==> src/design/nsrc_pkg.sv <==
// nsrc_pkg: shared widths, register indexes, control/status structs and the
// sample format conversion for the nearest sample rate converter
// no dependencies
package nsrc_pkg;

    // field and state widths
    localparam int SAMPLE_W   = 16;
    localparam int STEP_W     = 11;
    localparam int COUNT_W    = 20;
    localparam int POS_W      = 32;
    localparam int FRAC_W     = 8;
    localparam int INDEX_W    = POS_W - FRAC_W;
    localparam int BURST_W    = 2;
    localparam int CFG_IDX_W  = 2;
    localparam int CFG_DATA_W = 20;

    // smallest usable step, bounds a burst at four outputs
    localparam logic [STEP_W-1:0]  STEP_MIN   = 11'd64;
    localparam logic [STEP_W-1:0]  STEP_RESET = 11'd256;
    localparam logic [BURST_W-1:0] BURST_LAST = 2'd3;

    // configuration register indexes
    localparam logic [CFG_IDX_W-1:0] REG_STEP      = 2'd0;
    localparam logic [CFG_IDX_W-1:0] REG_IN_16BIT  = 2'd1;
    localparam logic [CFG_IDX_W-1:0] REG_OUT_16BIT = 2'd2;
    localparam logic [CFG_IDX_W-1:0] REG_OUT_COUNT = 2'd3;

    // controller to datapath commands
    typedef struct packed {
        logic capture;   // take the input sample, start a burst
        logic emit;      // load one output and advance position and count
        logic idx_inc;   // advance the source index, burst over
    } t_cmd;

    // datapath to controller status
    typedef struct packed {
        logic first_ok;  // current position matches the index, count not reached
        logic next_ok;   // another output follows the one being emitted
        logic out_free;  // output register can take a new transaction
    } t_status;

    // raw input to output format: recenter 8-bit input, narrow to 8-bit output
    function automatic logic [SAMPLE_W-1:0] convert(logic [SAMPLE_W-1:0] raw,
                                                    logic in16, logic out16);
        logic [SAMPLE_W-1:0] v16;
        logic [SAMPLE_W-1:0] res;
        v16 = in16 ? raw : {~raw[7], raw[6:0], 8'h00};
        res = out16 ? v16 : {{8{v16[15]}}, v16[15:8]};
        return res;
    endfunction

endpackage

==> src/design/nsrc_in_if.sv <==
// nsrc_in_if: source sample channel, valid/ready handshake
// depends on nsrc_pkg
interface nsrc_in_if;
    logic                          valid;
    logic                          ready;
    logic [nsrc_pkg::SAMPLE_W-1:0] in_sample;

    modport source (output valid, output in_sample, input ready);
    modport sink   (input valid, input in_sample, output ready);
endinterface

==> src/design/nsrc_out_if.sv <==
// nsrc_out_if: converted sample channel, valid/ready handshake
// depends on nsrc_pkg
interface nsrc_out_if;
    logic                                 valid;
    logic                                 ready;
    logic signed [nsrc_pkg::SAMPLE_W-1:0] out_sample;
    logic                                 run_last;
    logic                                 sound_done;

    modport source (output valid, output out_sample, output run_last,
                    output sound_done, input ready);
    modport sink   (input valid, input out_sample, input run_last,
                    input sound_done, output ready);
endinterface

==> src/design/nsrc_datapath.sv <==
// nsrc_datapath: configuration registers, read position, source index,
// output count, burst counter and the output register
// depends on nsrc_pkg
module nsrc_datapath (
    input  logic                             i_clk,
    input  logic                             i_rst_n,
    input  logic                             i_cfg_we,
    input  logic [nsrc_pkg::CFG_IDX_W-1:0]   i_cfg_idx,
    input  logic [nsrc_pkg::CFG_DATA_W-1:0]  i_cfg_data,
    input  logic [nsrc_pkg::SAMPLE_W-1:0]    i_in_sample,
    input  nsrc_pkg::t_cmd                   i_cmd,
    output nsrc_pkg::t_status                o_status,
    output logic                             o_out_valid,
    input  logic                             i_out_ready,
    output logic signed [nsrc_pkg::SAMPLE_W-1:0] o_out_sample,
    output logic                             o_run_last,
    output logic                             o_sound_done
);

    logic [nsrc_pkg::STEP_W-1:0]   r_step;
    logic                          r_in16;
    logic                          r_out16;
    logic [nsrc_pkg::COUNT_W-1:0]  r_out_count;
    logic [nsrc_pkg::POS_W-1:0]    r_pos;
    logic [nsrc_pkg::INDEX_W-1:0]  r_idx;
    logic [nsrc_pkg::COUNT_W-1:0]  r_emitted;
    logic [nsrc_pkg::BURST_W-1:0]  r_n;
    logic [nsrc_pkg::SAMPLE_W-1:0] r_sample;
    logic                          r_out_valid;
    logic [nsrc_pkg::SAMPLE_W-1:0] r_out_sample;
    logic                          r_run_last;
    logic                          r_sound_done;

    logic [nsrc_pkg::STEP_W-1:0]   w_step;
    logic [nsrc_pkg::POS_W-1:0]    n_pos;
    logic [nsrc_pkg::COUNT_W-1:0]  n_emitted;
    logic                          w_out_free;

    // clamped step and the values after one more output
    assign w_step    = (r_step < nsrc_pkg::STEP_MIN) ? nsrc_pkg::STEP_MIN : r_step;
    assign n_pos     = r_pos + {{(nsrc_pkg::POS_W-nsrc_pkg::STEP_W){1'b0}}, w_step};
    assign n_emitted = r_emitted + {{(nsrc_pkg::COUNT_W-1){1'b0}}, 1'b1};
    assign w_out_free = !r_out_valid || i_out_ready;

    // status for the controller
    always_comb begin
        o_status.first_ok = (r_emitted < r_out_count) &&
                            (r_pos[nsrc_pkg::POS_W-1:nsrc_pkg::FRAC_W] == r_idx);
        o_status.next_ok  = (r_n != nsrc_pkg::BURST_LAST) &&
                            (n_emitted < r_out_count) &&
                            (n_pos[nsrc_pkg::POS_W-1:nsrc_pkg::FRAC_W] == r_idx);
        o_status.out_free = w_out_free;
    end

    // configuration registers
    always_ff @(posedge i_clk) begin
        if (!i_rst_n) begin
            r_step      <= nsrc_pkg::STEP_RESET;
            r_in16      <= 1'b0;
            r_out16     <= 1'b0;
            r_out_count <= '0;
        end else if (i_cfg_we) begin
            unique case (i_cfg_idx)
                nsrc_pkg::REG_STEP:      r_step      <= i_cfg_data[nsrc_pkg::STEP_W-1:0];
                nsrc_pkg::REG_IN_16BIT:  r_in16      <= i_cfg_data[0];
                nsrc_pkg::REG_OUT_16BIT: r_out16     <= i_cfg_data[0];
                nsrc_pkg::REG_OUT_COUNT: r_out_count <= i_cfg_data[nsrc_pkg::COUNT_W-1:0];
            endcase
        end
    end

    // position, index, count and burst counter
    always_ff @(posedge i_clk) begin
        if (!i_rst_n) begin
            r_pos     <= '0;
            r_idx     <= '0;
            r_emitted <= '0;
            r_n       <= '0;
        end else begin
            if (i_cmd.capture) begin
                r_n <= '0;
            end else if (i_cmd.emit) begin
                r_n <= r_n + {{(nsrc_pkg::BURST_W-1){1'b0}}, 1'b1};
            end
            if (i_cmd.emit) begin
                r_pos     <= n_pos;
                r_emitted <= n_emitted;
            end
            if (i_cmd.idx_inc) begin
                r_idx <= r_idx + {{(nsrc_pkg::INDEX_W-1){1'b0}}, 1'b1};
            end
        end
    end

    // converted sample held for the burst
    always_ff @(posedge i_clk) begin
        if (i_cmd.capture) begin
            r_sample <= nsrc_pkg::convert(i_in_sample, r_in16, r_out16);
        end
    end

    // output register
    always_ff @(posedge i_clk) begin
        if (!i_rst_n) begin
            r_out_valid <= 1'b0;
        end else if (i_cmd.emit) begin
            r_out_valid <= 1'b1;
        end else if (i_out_ready) begin
            r_out_valid <= 1'b0;
        end
    end

    always_ff @(posedge i_clk) begin
        if (i_cmd.emit) begin
            r_out_sample <= r_sample;
            r_run_last   <= !o_status.next_ok;
            r_sound_done <= (n_emitted == r_out_count);
        end
    end

    assign o_out_valid  = r_out_valid;
    assign o_out_sample = $signed(r_out_sample);
    assign o_run_last   = r_run_last;
    assign o_sound_done = r_sound_done;

endmodule

==> src/design/nsrc_controller.sv <==
// nsrc_controller: state machine that takes a source sample and sequences
// its burst of outputs through the datapath
// depends on nsrc_pkg
module nsrc_controller (
    input  logic              i_clk,
    input  logic              i_rst_n,
    input  logic              i_in_valid,
    output logic              o_in_ready,
    input  nsrc_pkg::t_status i_status,
    output nsrc_pkg::t_cmd    o_cmd
);

    localparam logic ST_IDLE = 1'b0;
    localparam logic ST_EMIT = 1'b1;

    logic r_state;
    logic n_state;

    // next state and commands
    always_comb begin
        n_state     = r_state;
        o_in_ready  = 1'b0;
        o_cmd       = '0;
        unique case (r_state)
            ST_IDLE: begin
                o_in_ready = 1'b1;
                if (i_in_valid) begin
                    o_cmd.capture = 1'b1;
                    if (i_status.first_ok) begin
                        n_state = ST_EMIT;
                    end else begin
                        o_cmd.idx_inc = 1'b1;
                    end
                end
            end
            ST_EMIT: begin
                if (i_status.out_free) begin
                    o_cmd.emit = 1'b1;
                    if (!i_status.next_ok) begin
                        o_cmd.idx_inc = 1'b1;
                        n_state       = ST_IDLE;
                    end
                end
            end
        endcase
    end

    // state register
    always_ff @(posedge i_clk) begin
        if (!i_rst_n) begin
            r_state <= ST_IDLE;
        end else begin
            r_state <= n_state;
        end
    end

    // an output is only loaded when the output register can take it
    a_emit_free: assert property (@(posedge i_clk) disable iff (!i_rst_n)
        o_cmd.emit |-> i_status.out_free)
        else $error("emit while output register busy");

    // during a burst the index only moves with its final output
    a_idx_with_emit: assert property (@(posedge i_clk) disable iff (!i_rst_n)
        (o_cmd.idx_inc && r_state == ST_EMIT) |-> o_cmd.emit)
        else $error("index advanced without final output");

    // a matching sample always starts a burst
    a_burst_start: assert property (@(posedge i_clk) disable iff (!i_rst_n)
        (o_cmd.capture && i_status.first_ok) |=> (r_state == ST_EMIT))
        else $error("burst not started");

endmodule

==> src/design/nearest_sample_rate_converter_unit.sv <==
// nearest_sample_rate_converter_unit: top level, controller plus datapath
// depends on nsrc_pkg, nsrc_in_if, nsrc_out_if, nsrc_controller, nsrc_datapath
//
// Nearest-neighbor sample rate converter for mono PCM. Each source sample
// transaction produces every output whose 24.8 read position falls on that
// sample's index, up to four, until out_count outputs have been produced.
// Outputs leave one per cycle, while the output channel takes them, from a
// single output register, and a new sample is taken only after the last
// output of the previous one is loaded; backpressure on the output channel
// stalls the burst. Write the configuration registers only while the block
// is idle; after reset the block is ready at once.
module nearest_sample_rate_converter_unit (
    input  logic                            i_clk,
    input  logic                            i_rst_n,
    input  logic                            i_cfg_we,
    input  logic [nsrc_pkg::CFG_IDX_W-1:0]  i_cfg_idx,
    input  logic [nsrc_pkg::CFG_DATA_W-1:0] i_cfg_data,
    nsrc_in_if.sink                         i_in,
    nsrc_out_if.source                      o_out
);

    nsrc_pkg::t_cmd    w_cmd;
    nsrc_pkg::t_status w_status;

    // sequencing
    nsrc_controller u_ctrl (
        .i_clk      (i_clk),
        .i_rst_n    (i_rst_n),
        .i_in_valid (i_in.valid),
        .o_in_ready (i_in.ready),
        .i_status   (w_status),
        .o_cmd      (w_cmd)
    );

    // state and output register
    nsrc_datapath u_dp (
        .i_clk        (i_clk),
        .i_rst_n      (i_rst_n),
        .i_cfg_we     (i_cfg_we),
        .i_cfg_idx    (i_cfg_idx),
        .i_cfg_data   (i_cfg_data),
        .i_in_sample  (i_in.in_sample),
        .i_cmd        (w_cmd),
        .o_status     (w_status),
        .o_out_valid  (o_out.valid),
        .i_out_ready  (o_out.ready),
        .o_out_sample (o_out.out_sample),
        .o_run_last   (o_out.run_last),
        .o_sound_done (o_out.sound_done)
    );

endmodule
==> src/flat_wrapper.sv <==
// flat-port wrapper written by rule: the top's interface ports become plain ports
module nearest_sample_rate_converter_unit_flat 
  (i_clk, i_rst_n, i_cfg_we, i_cfg_idx, i_cfg_data, i_in_valid, i_in_in_sample, i_in_ready, o_out_valid, o_out_out_sample, o_out_run_last, o_out_sound_done, o_out_ready);
  nsrc_in_if i_in_i ();
  nsrc_out_if o_out_i ();
  input  logic i_clk;
  input  logic i_rst_n;
  input  logic i_cfg_we;
  input  logic [nsrc_pkg::CFG_IDX_W-1:0] i_cfg_idx;
  input  logic [nsrc_pkg::CFG_DATA_W-1:0] i_cfg_data;
  input wire logic [$bits(i_in_i.valid)-1:0] i_in_valid;
  input wire logic [$bits(i_in_i.in_sample)-1:0] i_in_in_sample;
  output wire logic [$bits(i_in_i.ready)-1:0] i_in_ready;
  output wire logic [$bits(o_out_i.valid)-1:0] o_out_valid;
  output wire logic [$bits(o_out_i.out_sample)-1:0] o_out_out_sample;
  output wire logic [$bits(o_out_i.run_last)-1:0] o_out_run_last;
  output wire logic [$bits(o_out_i.sound_done)-1:0] o_out_sound_done;
  input wire logic [$bits(o_out_i.ready)-1:0] o_out_ready;
  assign i_in_i.valid = i_in_valid;
  assign i_in_i.in_sample = i_in_in_sample;
  assign i_in_ready = i_in_i.ready;
  assign o_out_valid = o_out_i.valid;
  assign o_out_out_sample = o_out_i.out_sample;
  assign o_out_run_last = o_out_i.run_last;
  assign o_out_sound_done = o_out_i.sound_done;
  assign o_out_i.ready = o_out_ready;
  nearest_sample_rate_converter_unit u_core (.i_clk(i_clk), .i_rst_n(i_rst_n), .i_cfg_we(i_cfg_we), .i_cfg_idx(i_cfg_idx), .i_cfg_data(i_cfg_data), .i_in(i_in_i), .o_out(o_out_i));
endmodule
==> config.mk <==
export PLATFORM = sky130hd
export DESIGN_NAME = nearest_sample_rate_converter_unit_flat
export DESIGN_NICKNAME = d
export VERILOG_FILES = /design/src/design/nsrc_pkg.sv /design/src/design/nsrc_in_if.sv /design/src/design/nsrc_out_if.sv /design/src/design/nsrc_datapath.sv /design/src/design/nsrc_controller.sv /design/src/design/nearest_sample_rate_converter_unit.sv /design/src/flat_wrapper.sv
export SDC_FILE = /design/constraint.sdc
export NUM_CORES = 1
export LEC_CHECK = 0
export ABC_AREA = 1
export BUFFER_PORTS_ARGS = -buffer_cell sky130_fd_sc_hd__buf_4
export CORE_ASPECT_RATIO = 0.8
export CORE_UTILIZATION = 60
export CTS_BUF_LIST = sky130_fd_sc_hd__clkbuf_2
export DETAILED_ROUTE_END_ITERATION = 7
export PLACE_DENSITY_LB_ADDON = 0.1
export SLEW_MARGIN = 20
export SYNTH_ARGS = -nofsm -noshare
export SYNTH_HDL_FRONTEND = slang
export SYNTH_SLANG_ARGS = --single-unit
==> constraint.sdc <==
create_clock -name i_clk -period 9 [get_ports i_clk]
set_input_delay 0.45 -clock i_clk [delete_from_list [all_inputs] [get_ports i_clk]]
set_output_delay 0.45 -clock i_clk [all_outputs]
set_load 0.005 [all_outputs]
==> impl_metrics.prom, run 1 <==
# TYPE chip_impl_metric gauge
chip_impl_metric{name="dpl_worst_slack",unit="ns"} 4.21
chip_impl_metric{name="synth.net_count",unit=""} 1382
chip_impl_metric{name="postRouteWirelength",unit="µm"} 21600
chip_impl_metric{name="h_tree_depth",unit=""} 4
chip_impl_metric{name="average_instance_area_after_synthesis",unit="µm²"} 7.10
chip_impl_metric{name="synth.top_cell.area_share",unit=""} 0.248
chip_impl_metric{name="synth_seq_area_share",unit=""} 0.360
chip_impl_metric{name="timing.hold.ws",unit="ns"} 0.0393
chip_impl_info{name="end_kind",value="flop"} 1
chip_impl_info{name="tritoncts_clock_tree",value="done"} 1
chip_impl_metric{name="cell_row_count",unit=""} 39
chip_impl_metric{name="achievable-frequency",unit="MHz"} 205
chip_impl_metric{name="finalHoldViolCount",unit=""} 0
chip_impl_metric{name="maxSlewViolCount",unit=""} 0
chip_impl_metric{name="cts_inserted_buffers",unit=""} 17
chip_impl_metric{name="post_cts_resized",unit=""} 0
chip_impl_metric{name="die_x",unit="µm"} 140
chip_impl_metric{name="synth.yosys.warnings",unit=""} 0
chip_impl_metric{name="crit_fanout",unit=""} 49
chip_impl_metric{name="synthDistinctLibCells",unit=""} 48
chip_impl_metric{name="synth_edf_count",unit=""} 34
chip_impl_info{name="synth.cells.most_frequent",value="sky130_fd_sc_hd__nand2_1 (252), sky130_fd_sc_hd__inv_1 (173), sky130_fd_sc_hd__nor2_1 (141)"} 1
chip_impl_metric{name="finalWeightedCongestion",unit=""} 0.949
chip_impl_metric{name="place_inst",unit=""} 1488
chip_impl_metric{name="synth_cells",unit=""} 1284
chip_impl_info{name="crit_path_class",value="reg -> reg"} 1
chip_impl_metric{name="first_iteration_detailed_routing_drc_count",unit=""} 644
chip_impl_metric{name="total_power_density_per_cell_area",unit="nW/µm²"} 127
chip_impl_info{name="startpoint_type",value="flop"} 1
chip_impl_info{name="critPathLaunch",value="u_core.u_dp.r_emitted[2]"} 1
chip_impl_metric{name="finish.net_count",unit=""} 1446
chip_impl_metric{name="setup_total_negative_slack",unit="ns"} 0
chip_impl_metric{name="die-area",unit="µm²"} 15700
chip_impl_metric{name="die_h",unit="µm"} 112
chip_impl_metric{name="io_buffers",unit=""} 62
chip_impl_metric{name="worst_skew",unit="ns"} 0.0324
chip_impl_metric{name="placeableCoreArea",unit="µm²"} 14500
chip_impl_metric{name="slowest_delay",unit="ns"} 0.71
chip_impl_metric{name="route.vias.total",unit=""} 8277
chip_impl_metric{name="grt_antenna_before_repair",unit=""} 0
chip_impl_metric{name="final_critical_path_setup_slack",unit="ns"} 4.12
chip_impl_metric{name="grt_first_pass_wirelength",unit="µm"} 36100
chip_impl_metric{name="max-vdd-ir-drop",unit="V"} 0.000116
chip_impl_metric{name="place.detailed.hpwl",unit="µm"} 15300
chip_impl_info{name="rsz0062_at_grt",value="false"} 1
chip_impl_metric{name="tightestPinTransition",unit="ns"} 0.963
chip_impl_metric{name="pin_count",unit=""} 63
chip_impl_metric{name="detailed_place.area",unit="µm²"} 9650
chip_impl_metric{name="worst-endpoint-required",unit="ns"} 9.66
chip_impl_info{name="cts_root_buf",value="sky130_fd_sc_hd__clkbuf_2"} 1
chip_impl_metric{name="area_of_the_multi_input_gates",unit="µm²"} 4930
chip_impl_metric{name="stdcell_count",unit=""} 1545
chip_impl_info{name="yosys.cell_count.top_type",value="sky130_fd_sc_hd__nand2_1"} 1
chip_impl_info{name="crit_slowest_cell",value="sky130_fd_sc_hd__nand2_2"} 1
chip_impl_info{name="ys.flop_type",value="sky130_fd_sc_hd__dfxtp_1"} 1
chip_impl_info{name="most_area_consuming_cells_after_synthesis",value="sky130_fd_sc_hd__dfxtp_1 (25%), sky130_fd_sc_hd__edfxtp_1 (11%), sky130_fd_sc_hd__nand2_1 (10%), sky130_fd_sc_hd__ha_1 (7.4%), sky130_fd_sc_hd__inv_1 (7.1%)"} 1
chip_impl_info{name="hold_path_class",value="in -> reg"} 1
chip_impl_metric{name="drt.antenna.violating_nets",unit=""} 0
chip_impl_info{name="holdCritStartpoint",value="i_in_in_sample[15]"} 1
chip_impl_metric{name="grt_max_degree",unit=""} 78
chip_impl_metric{name="all_layer_global_routing_usage",unit=""} 0.287
chip_impl_metric{name="worst-endpoint-arrival",unit="ns"} 5.55
chip_impl_metric{name="viasPerCell",unit=""} 5.36
chip_impl_metric{name="max_slew_margin",unit=""} 0.356
chip_impl_metric{name="number_of_synthesized_register_bits",unit=""} 147
chip_impl_metric{name="clock_sinks",unit=""} 147
chip_impl_metric{name="antenna_fix_cells",unit=""} 0
chip_impl_metric{name="share_of_final_layout_standard_cells_stronger_than_drive_strength_1",unit=""} 0.0970
chip_impl_metric{name="setup_viol",unit=""} 0
chip_impl_metric{name="floorplan.initialDensity",unit=""} 0.627
chip_impl_metric{name="final_min_period_over_clock_period",unit=""} 0.543
chip_impl_metric{name="dr.pass1.iters",unit=""} 5
chip_impl_metric{name="area_growth_syn_to_layout",unit="%"} 11.1
chip_impl_info{name="synth_top_cell_by_area",value="sky130_fd_sc_hd__dfxtp_1"} 1
chip_impl_metric{name="power.leakage",unit="nW"} 4.95
chip_impl_metric{name="post_synth_instance_area",unit="µm²"} 9120
chip_impl_metric{name="grt_pass1_vias",unit=""} 7452
chip_impl_metric{name="drc",unit=""} 0
chip_impl_info{name="run_status",value="finished clean"} 1
chip_impl_metric{name="drv_cap",unit=""} 0
chip_impl_metric{name="finalInstanceArea",unit="µm²"} 10100
chip_impl_metric{name="min_period",unit="ns"} 4.88
chip_impl_metric{name="async_set_or_reset_register_ratio_after_synthesis",unit=""} 0
chip_impl_metric{name="clk-insertion-delay-late",unit="ns"} 0.75
chip_impl_metric{name="avgRoutedWirePerCell",unit="µm"} 14.0
chip_impl_metric{name="post-route-util",unit=""} 0.697
chip_impl_metric{name="area.sequential",unit="µm²"} 3280
chip_impl_metric{name="globalRoute.totalOverflow",unit=""} 0
chip_impl_info{name="crit-reg2reg-launch",value="u_core.u_dp.r_emitted[2]"} 1
chip_impl_metric{name="clock_path_buffers",unit=""} 2
chip_impl_metric{name="clock_pin_slew_of_the_registers_on_the_worst_case_setup_and_hold_paths",unit="ns"} 0.26
chip_impl_metric{name="final.fill_count",unit=""} 1242
chip_impl_metric{name="design_power_total",unit="mW"} 1.28
[worst paths after layout]
kind                             endpoint  slack (ns)  cells after the start
max                  u_core.u_dp.r_idx[1]        4.12                     29
min              u_core.u_dp.r_sample[15]        0.04                      3
max reg2reg          u_core.u_dp.r_idx[1]        4.12                     29
min reg2reg  u_core.u_dp.o_out_sample[15]        0.45                      0
[what timing repair did]
item                                   CTS  global route
buffers inserted                         0             0
setup endpoints to repair                0             0
hold buffers                            23             2
endpoints found under the hold margin   32             2
[final cells by class]
class | count | share of cell area
repair buffers | 94 | 0.0758
multi-input cells | 903 | 0.486
well taps | 184 | 0.0227
flip-flops and latches | 147 | 0.324
inverters | 185 | 0.0685
clock inverters | 15 | 0.0141
clock buffers | 17 | 0.00840
[critical path, delay by kind of cell, from the launching register on]
kind	cells	cell delay, ns
adder cells (fa/ha/maj)	1	0.29
XOR/XNOR	1	0.18
buffers and inverters	2	0.10
AND/OR/NAND/NOR	24	3.54
flip-flops	1	0.49
AO/OA/AOI/OAI	1	0.15
[cell usage in the layout (no fill, tap or decap), types with 3 or more instances in the layout]
master and n:
sky130_fd_sc_hd__o22ai_1 8, sky130_fd_sc_hd__nand2_2 4, sky130_fd_sc_hd__nand3b_1 4, sky130_fd_sc_hd__a31oi_1 3, sky130_fd_sc_hd__inv_1 172, sky130_fd_sc_hd__clkinv_1 4
sky130_fd_sc_hd__nand2_1 252, sky130_fd_sc_hd__inv_6 5, sky130_fd_sc_hd__o21ai_0 84, sky130_fd_sc_hd__inv_2 10, sky130_fd_sc_hd__dlygate4sd3_1 25, sky130_fd_sc_hd__nor2_1 141
sky130_fd_sc_hd__o21a_1 4, sky130_fd_sc_hd__xnor2_1 9, sky130_fd_sc_hd__a21oi_1 96, sky130_fd_sc_hd__ha_1 54, sky130_fd_sc_hd__nand4_1 11, sky130_fd_sc_hd__nor3b_1 4
sky130_fd_sc_hd__dfxtp_1 113, sky130_fd_sc_hd__nor3_1 19, sky130_fd_sc_hd__edfxtp_1 34, sky130_fd_sc_hd__a21oi_2 10, sky130_fd_sc_hd__buf_4 69, sky130_fd_sc_hd__nand3_1 96
sky130_fd_sc_hd__nor4_1 12, sky130_fd_sc_hd__xor2_1 65, sky130_fd_sc_hd__clkbuf_2 17, sky130_fd_sc_hd__inv_8 3
[layer usage]
| layer | up-vias | share of wire | track usage | wire length (µm) |
|---|---|---|---|---|
| li1 | 4299 | - | - | - |
| met1 | 3711 | 0.50 | 0.422 | 10800 |
| met2 | 243 | 0.42 | 0.428 | 9100 |
| met3 | 24 | 0.067 | 0.0567 | 1440 |
| met4 | 0 | 0.012 | 0.0733 | 267 |
| met5 | - | 0 | 0 | 0 |
[kinds of logic (layout without fill, tap and decap cells)]
kind of cell               Yosys count  count (layout)  share of synthesized area
adders and majority gates           55              55                     0.0763
and+or+nand+nor                    556             556                      0.262
xor gates and xnor gates            75              75                     0.0736
buffers and inverters              234             311                     0.0994
AOI/OAI and AO/OA                  217             217                      0.129
DFF                                147             147                      0.360
[state kept, by name, summed over array words and instances, names as in the netlist]
signal / count
u_core.u_dp.r_in16: 1
u_core.u_dp.o_out_sample: 16
u_core.u_dp.o_sound_done: 1
u_core.u_dp.r_emitted: 20
u_core.u_dp.r_out16: 1
u_core.u_dp.r_idx: 24
u_core.u_dp.r_n: 2
u_core.u_dp.r_out_count: 20
u_core.u_ctrl.r_state: 1
u_core.u_dp.o_out_valid: 1
u_core.u_dp.r_step: 11
u_core.u_dp.r_sample: 16
u_core.u_dp.o_run_last: 1
u_core.u_dp.r_pos: 32
[power by group]
group	total, mW	internal [mW]	switching (mW)
Clock	0.366	0.0858	0.280
Sequential	0.725	0.703	0.0218
Combinational	0.192	0.0788	0.113
Total	1.28	0.868	0.415
Note: power is estimated with default switching activity, not from simulation.
==> inputs of run 2 (changes only) <==
--- a/config.mk
+++ b/config.mk
@@ -5,7 +5,7 @@
 export SDC_FILE = /design/constraint.sdc
 export NUM_CORES = 1
 export LEC_CHECK = 0
-export ABC_AREA = 1
+export ABC_AREA = 0
 export BUFFER_PORTS_ARGS = -buffer_cell sky130_fd_sc_hd__buf_4
 export CORE_ASPECT_RATIO = 0.8
 export CORE_UTILIZATION = 60
==> constraint.sdc (replaced) <==
create_clock -name i_clk -period 4.6 [get_ports i_clk]
set_input_delay 0.23 -clock i_clk [delete_from_list [all_inputs] [get_ports i_clk]]
set_output_delay 0.23 -clock i_clk [all_outputs]
set_load 0.005 [all_outputs]
==> impl_metrics.prom, run 2 <==
# TYPE chip_impl_metric gauge
chip_impl_metric{name="async_set_or_reset_register_ratio_after_synthesis",unit=""} 0
chip_impl_metric{name="average_instance_area_after_synthesis",unit="µm²"} 8.63
chip_impl_info{name="worstHoldEndpoint",value="u_core.u_dp.r_step[5]"} 1
chip_impl_metric{name="place.detailed.hpwl",unit="µm"} 15200
chip_impl_info{name="synth_top_cell_by_area",value="sky130_fd_sc_hd__dfxtp_1"} 1
chip_impl_metric{name="power.leakage",unit="nW"} 4.14
chip_impl_info{name="tritoncts_clock_tree",value="done"} 1
chip_impl_metric{name="grt_antenna_before_repair",unit=""} 0
chip_impl_metric{name="total_power_density_per_cell_area",unit="nW/µm²"} 317
chip_impl_metric{name="finish.net_count",unit=""} 1214
chip_impl_metric{name="maxSlewViolCount",unit=""} 0
chip_impl_metric{name="clock_path_buffers",unit=""} 2
chip_impl_metric{name="area_growth_syn_to_layout",unit="%"} 17.4
chip_impl_metric{name="drt.antenna.violating_nets",unit=""} 0
chip_impl_metric{name="synth_edf_count",unit=""} 34
chip_impl_metric{name="floorplan.initialDensity",unit=""} 0.612
chip_impl_metric{name="number_of_synthesized_register_bits",unit=""} 147
chip_impl_metric{name="die_x",unit="µm"} 137
chip_impl_metric{name="max_slew_margin",unit=""} 0.336
chip_impl_metric{name="post-route-util",unit=""} 0.719
chip_impl_metric{name="stdcell_count",unit=""} 1313
chip_impl_info{name="hold_path_class",value="in -> reg"} 1
chip_impl_metric{name="die_h",unit="µm"} 110
chip_impl_metric{name="final_min_period_over_clock_period",unit=""} 0.952
chip_impl_metric{name="globalRoute.totalOverflow",unit=""} 0
chip_impl_metric{name="timing.reg2reg.worst_path_depth",unit=""} 15
chip_impl_metric{name="postRouteWirelength",unit="µm"} 22300
chip_impl_metric{name="finalHoldViolCount",unit=""} 0
chip_impl_metric{name="clock_sinks",unit=""} 147
chip_impl_metric{name="share_of_final_layout_standard_cells_stronger_than_drive_strength_1",unit=""} 0.138
chip_impl_metric{name="synthDistinctLibCells",unit=""} 78
chip_impl_info{name="crit_path_class",value="reg -> reg"} 1
chip_impl_metric{name="worst-endpoint-required",unit="ns"} 5.29
chip_impl_info{name="mostFrequentLayoutCells",value="sky130_fd_sc_hd__nand2_1 (146), sky130_fd_sc_hd__dfxtp_1 (107), sky130_fd_sc_hd__a21oi_1 (90), sky130_fd_sc_hd__buf_4 (81), sky130_fd_sc_hd__nor2_1 (69)"} 1
chip_impl_metric{name="finalWeightedCongestion",unit=""} 0.940
chip_impl_metric{name="worst-endpoint-arrival",unit="ns"} 5.07
chip_impl_info{name="crit-reg2reg-launch",value="u_core.u_dp.r_step[6]"} 1
chip_impl_info{name="cts_root_buf",value="sky130_fd_sc_hd__clkbuf_2"} 1
chip_impl_info{name="ys.flop_type",value="sky130_fd_sc_hd__dfxtp_1"} 1
chip_impl_metric{name="timing.reg2reg.setup_slack",unit="ns"} 0.22
chip_impl_metric{name="viasPerCell",unit=""} 5.93
chip_impl_metric{name="critical_path_buffers_and_inverters",unit=""} 1
chip_impl_metric{name="dpl_worst_slack",unit="ns"} 0.0514
chip_impl_metric{name="dr.pass1.iters",unit=""} 5
chip_impl_metric{name="clk-insertion-delay-late",unit="ns"} 0.78
chip_impl_metric{name="clock_pin_slew_of_the_registers_on_the_worst_case_setup_and_hold_paths",unit="ns"} 0.28
chip_impl_info{name="register_name_with_the_most_flops",value="u_core.u_dp.r_pos"} 1
chip_impl_metric{name="cp_num_cells",unit=""} 15
chip_impl_info{name="layout_top_registers",value="u_core.u_dp.r_pos: 32 flops, u_core.u_dp.r_idx: 24 flops"} 1
chip_impl_info{name="timing.critical_path.cells",value="or4_1, nor2_1, buf_4, nor2b_1, ha_1, fa_1, a211oi_4, o211a_1, o211ai_2, xor2_1, nand4_1, or4_4, o211a_4, and3_1, mux2i_1"} 1
chip_impl_metric{name="synth.net_count",unit=""} 1109
chip_impl_metric{name="h_tree_depth",unit=""} 4
chip_impl_metric{name="pin_count",unit=""} 63
chip_impl_metric{name="first_iteration_detailed_routing_drc_count",unit=""} 670
chip_impl_metric{name="achievable-frequency",unit="MHz"} 228
chip_impl_metric{name="slowest_delay",unit="ns"} 0.65
chip_impl_info{name="crit_slowest_cell",value="sky130_fd_sc_hd__or4_4"} 1
chip_impl_metric{name="hold_crit_depth",unit=""} 4
chip_impl_metric{name="drv_cap",unit=""} 0
chip_impl_info{name="startpoint_type",value="flop"} 1
chip_impl_metric{name="synth_seq_area_share",unit=""} 0.376
chip_impl_metric{name="timing.hold.ws",unit="ns"} 0.216
chip_impl_metric{name="largest_register_ff_count",unit=""} 32
chip_impl_metric{name="antenna_fix_cells",unit=""} 0
chip_impl_metric{name="setup_total_negative_slack",unit="ns"} 0
chip_impl_metric{name="max-vdd-ir-drop",unit="V"} 0.000233
chip_impl_metric{name="synth.yosys.warnings",unit=""} 0
chip_impl_metric{name="route.vias.total",unit=""} 7787
chip_impl_metric{name="grt_pass1_vias",unit=""} 7216
chip_impl_metric{name="die-area",unit="µm²"} 15000
chip_impl_metric{name="place_inst",unit=""} 1228
chip_impl_metric{name="synth.top_cell.area_share",unit=""} 0.259
chip_impl_metric{name="min_period",unit="ns"} 4.38
chip_impl_metric{name="drc",unit=""} 0
chip_impl_info{name="yosys.cell_count.top_type",value="sky130_fd_sc_hd__nand2_1"} 1
chip_impl_info{name="layout_commonest_cell",value="sky130_fd_sc_hd__nand2_1"} 1
chip_impl_metric{name="setup_viol",unit=""} 0
chip_impl_metric{name="avgRoutedWirePerCell",unit="µm"} 17.0
chip_impl_metric{name="synth_cells",unit=""} 1011
chip_impl_metric{name="io_buffers",unit=""} 62
chip_impl_metric{name="cell_row_count",unit=""} 39
chip_impl_info{name="crit_family",value="simple AND/OR/NAND/NOR gates"} 1
chip_impl_metric{name="final_critical_path_setup_slack",unit="ns"} 0.219
chip_impl_info{name="critPathLaunch",value="u_core.u_dp.r_step[6]"} 1
chip_impl_info{name="synth.cells.most_frequent",value="sky130_fd_sc_hd__nand2_1 (146), sky130_fd_sc_hd__dfxtp_1 (113), sky130_fd_sc_hd__a21oi_1 (91)"} 1
chip_impl_metric{name="crit_fanout",unit=""} 8
chip_impl_metric{name="grt_max_degree",unit=""} 54
chip_impl_metric{name="cts_inserted_buffers",unit=""} 17
chip_impl_metric{name="post_synth_instance_area",unit="µm²"} 8720
chip_impl_info{name="worst_r2r_endpoint",value="u_core.u_dp.r_idx[19]"} 1
chip_impl_info{name="holdCritStartpoint",value="i_cfg_data[5]"} 1
chip_impl_metric{name="final.fill_count",unit=""} 1099
chip_impl_metric{name="worst_skew",unit="ns"} 0.0448
chip_impl_info{name="most_area_consuming_cells_after_synthesis",value="sky130_fd_sc_hd__dfxtp_1 (26%), sky130_fd_sc_hd__edfxtp_1 (12%), sky130_fd_sc_hd__ha_1 (7.7%), sky130_fd_sc_hd__xor2_1 (6.5%), sky130_fd_sc_hd__nand2_1 (6.3%)"} 1
chip_impl_info{name="end_kind",value="flop"} 1
chip_impl_metric{name="tightestPinTransition",unit="ns"} 0.994
chip_impl_metric{name="all_layer_global_routing_usage",unit=""} 0.314
chip_impl_metric{name="grt_first_pass_wirelength",unit="µm"} 36000
chip_impl_metric{name="placeableCoreArea",unit="µm²"} 14200
chip_impl_info{name="run_status",value="finished clean"} 1
-- run 2: cell types whose count changed after synthesis, sizes merged, moves of 34 or more --
cell	change
inv	-147
nand2	-110
nand3	-63
nor2	-72
mux2i	+34
o21ai	-40
-- run 2: worst max-delay path by stage --
stage / end
after floorplan: u_core.u_dp.r_idx[17]
after global placement: u_core.u_dp.r_idx[6]
after detailed placement: u_core.u_dp.r_idx[10]
after CTS: u_core.u_dp.r_idx[6]
after global routing: u_core.u_dp.r_idx[15]
final: u_core.u_dp.r_idx[19]
-- run 2: logic make-up after synthesis --
group           count (synthesis)  synth area share
xor+xnor                       92            0.0924
flops                         147             0.376
fa+ha+maj                      55            0.0798
buf+inv                        82            0.0389
simple gates                  394             0.224
mux                            34            0.0390
compound gates                207             0.150
-- run 2: metal layers --
metal | global-route usage | routed length (µm)
met3 | 0.0793 | 1900
met5 | 0 | 0
met1 | 0.429 | 10300
met4 | 0.0958 | 316
met2 | 0.487 | 9790
-- run 2: area by class of cell --
type,count,area (µm²),area share
Clock buffer,17,85.1,0.00831
Clock inverter,15,185,0.0181
Inverter,35,131,0.0128
Multi-Input combinational cell,782,5180,0.506
Sequential cell,147,3300,0.322
Tap cell,184,230,0.0225
Timing Repair Buffer,133,1130,0.110
-- run 2: what timing repair did --
item	4_1_cts	5_1_grt
buffers inserted	0	1
hold endpoints to repair	69	0
endpoints found under the setup margin	1	26
resized for setup	1	21
hold buffers	52	0
pin swaps	0	4
cloned	0	0
-- run 2: report_power, final --
part           internal (mW)  switching [mW]  leakage (nW)
combinational          0.343           0.552          2.75
sequential              1.47          0.0651          1.24
clock                  0.236           0.582         0.156
-- run 2: worst min-delay path: stages --
cell	delay, ns
sky130_fd_sc_hd__dlygate4sd3_1	0.53
sky130_fd_sc_hd__buf_4	0.11
sky130_fd_sc_hd__mux2i_1	0.06
sky130_fd_sc_hd__nor2_1	0.07
-- run 2: through the flow --
stage	total power, mW	instance area, µm²
2_1_floorplan	2.09	8720
3_3_place_gp	2.36	9350
3_5_place_dp	2.37	9350
4_1_cts	3.21	10100
5_1_grt	3.41	10200
6_report	3.24	10200
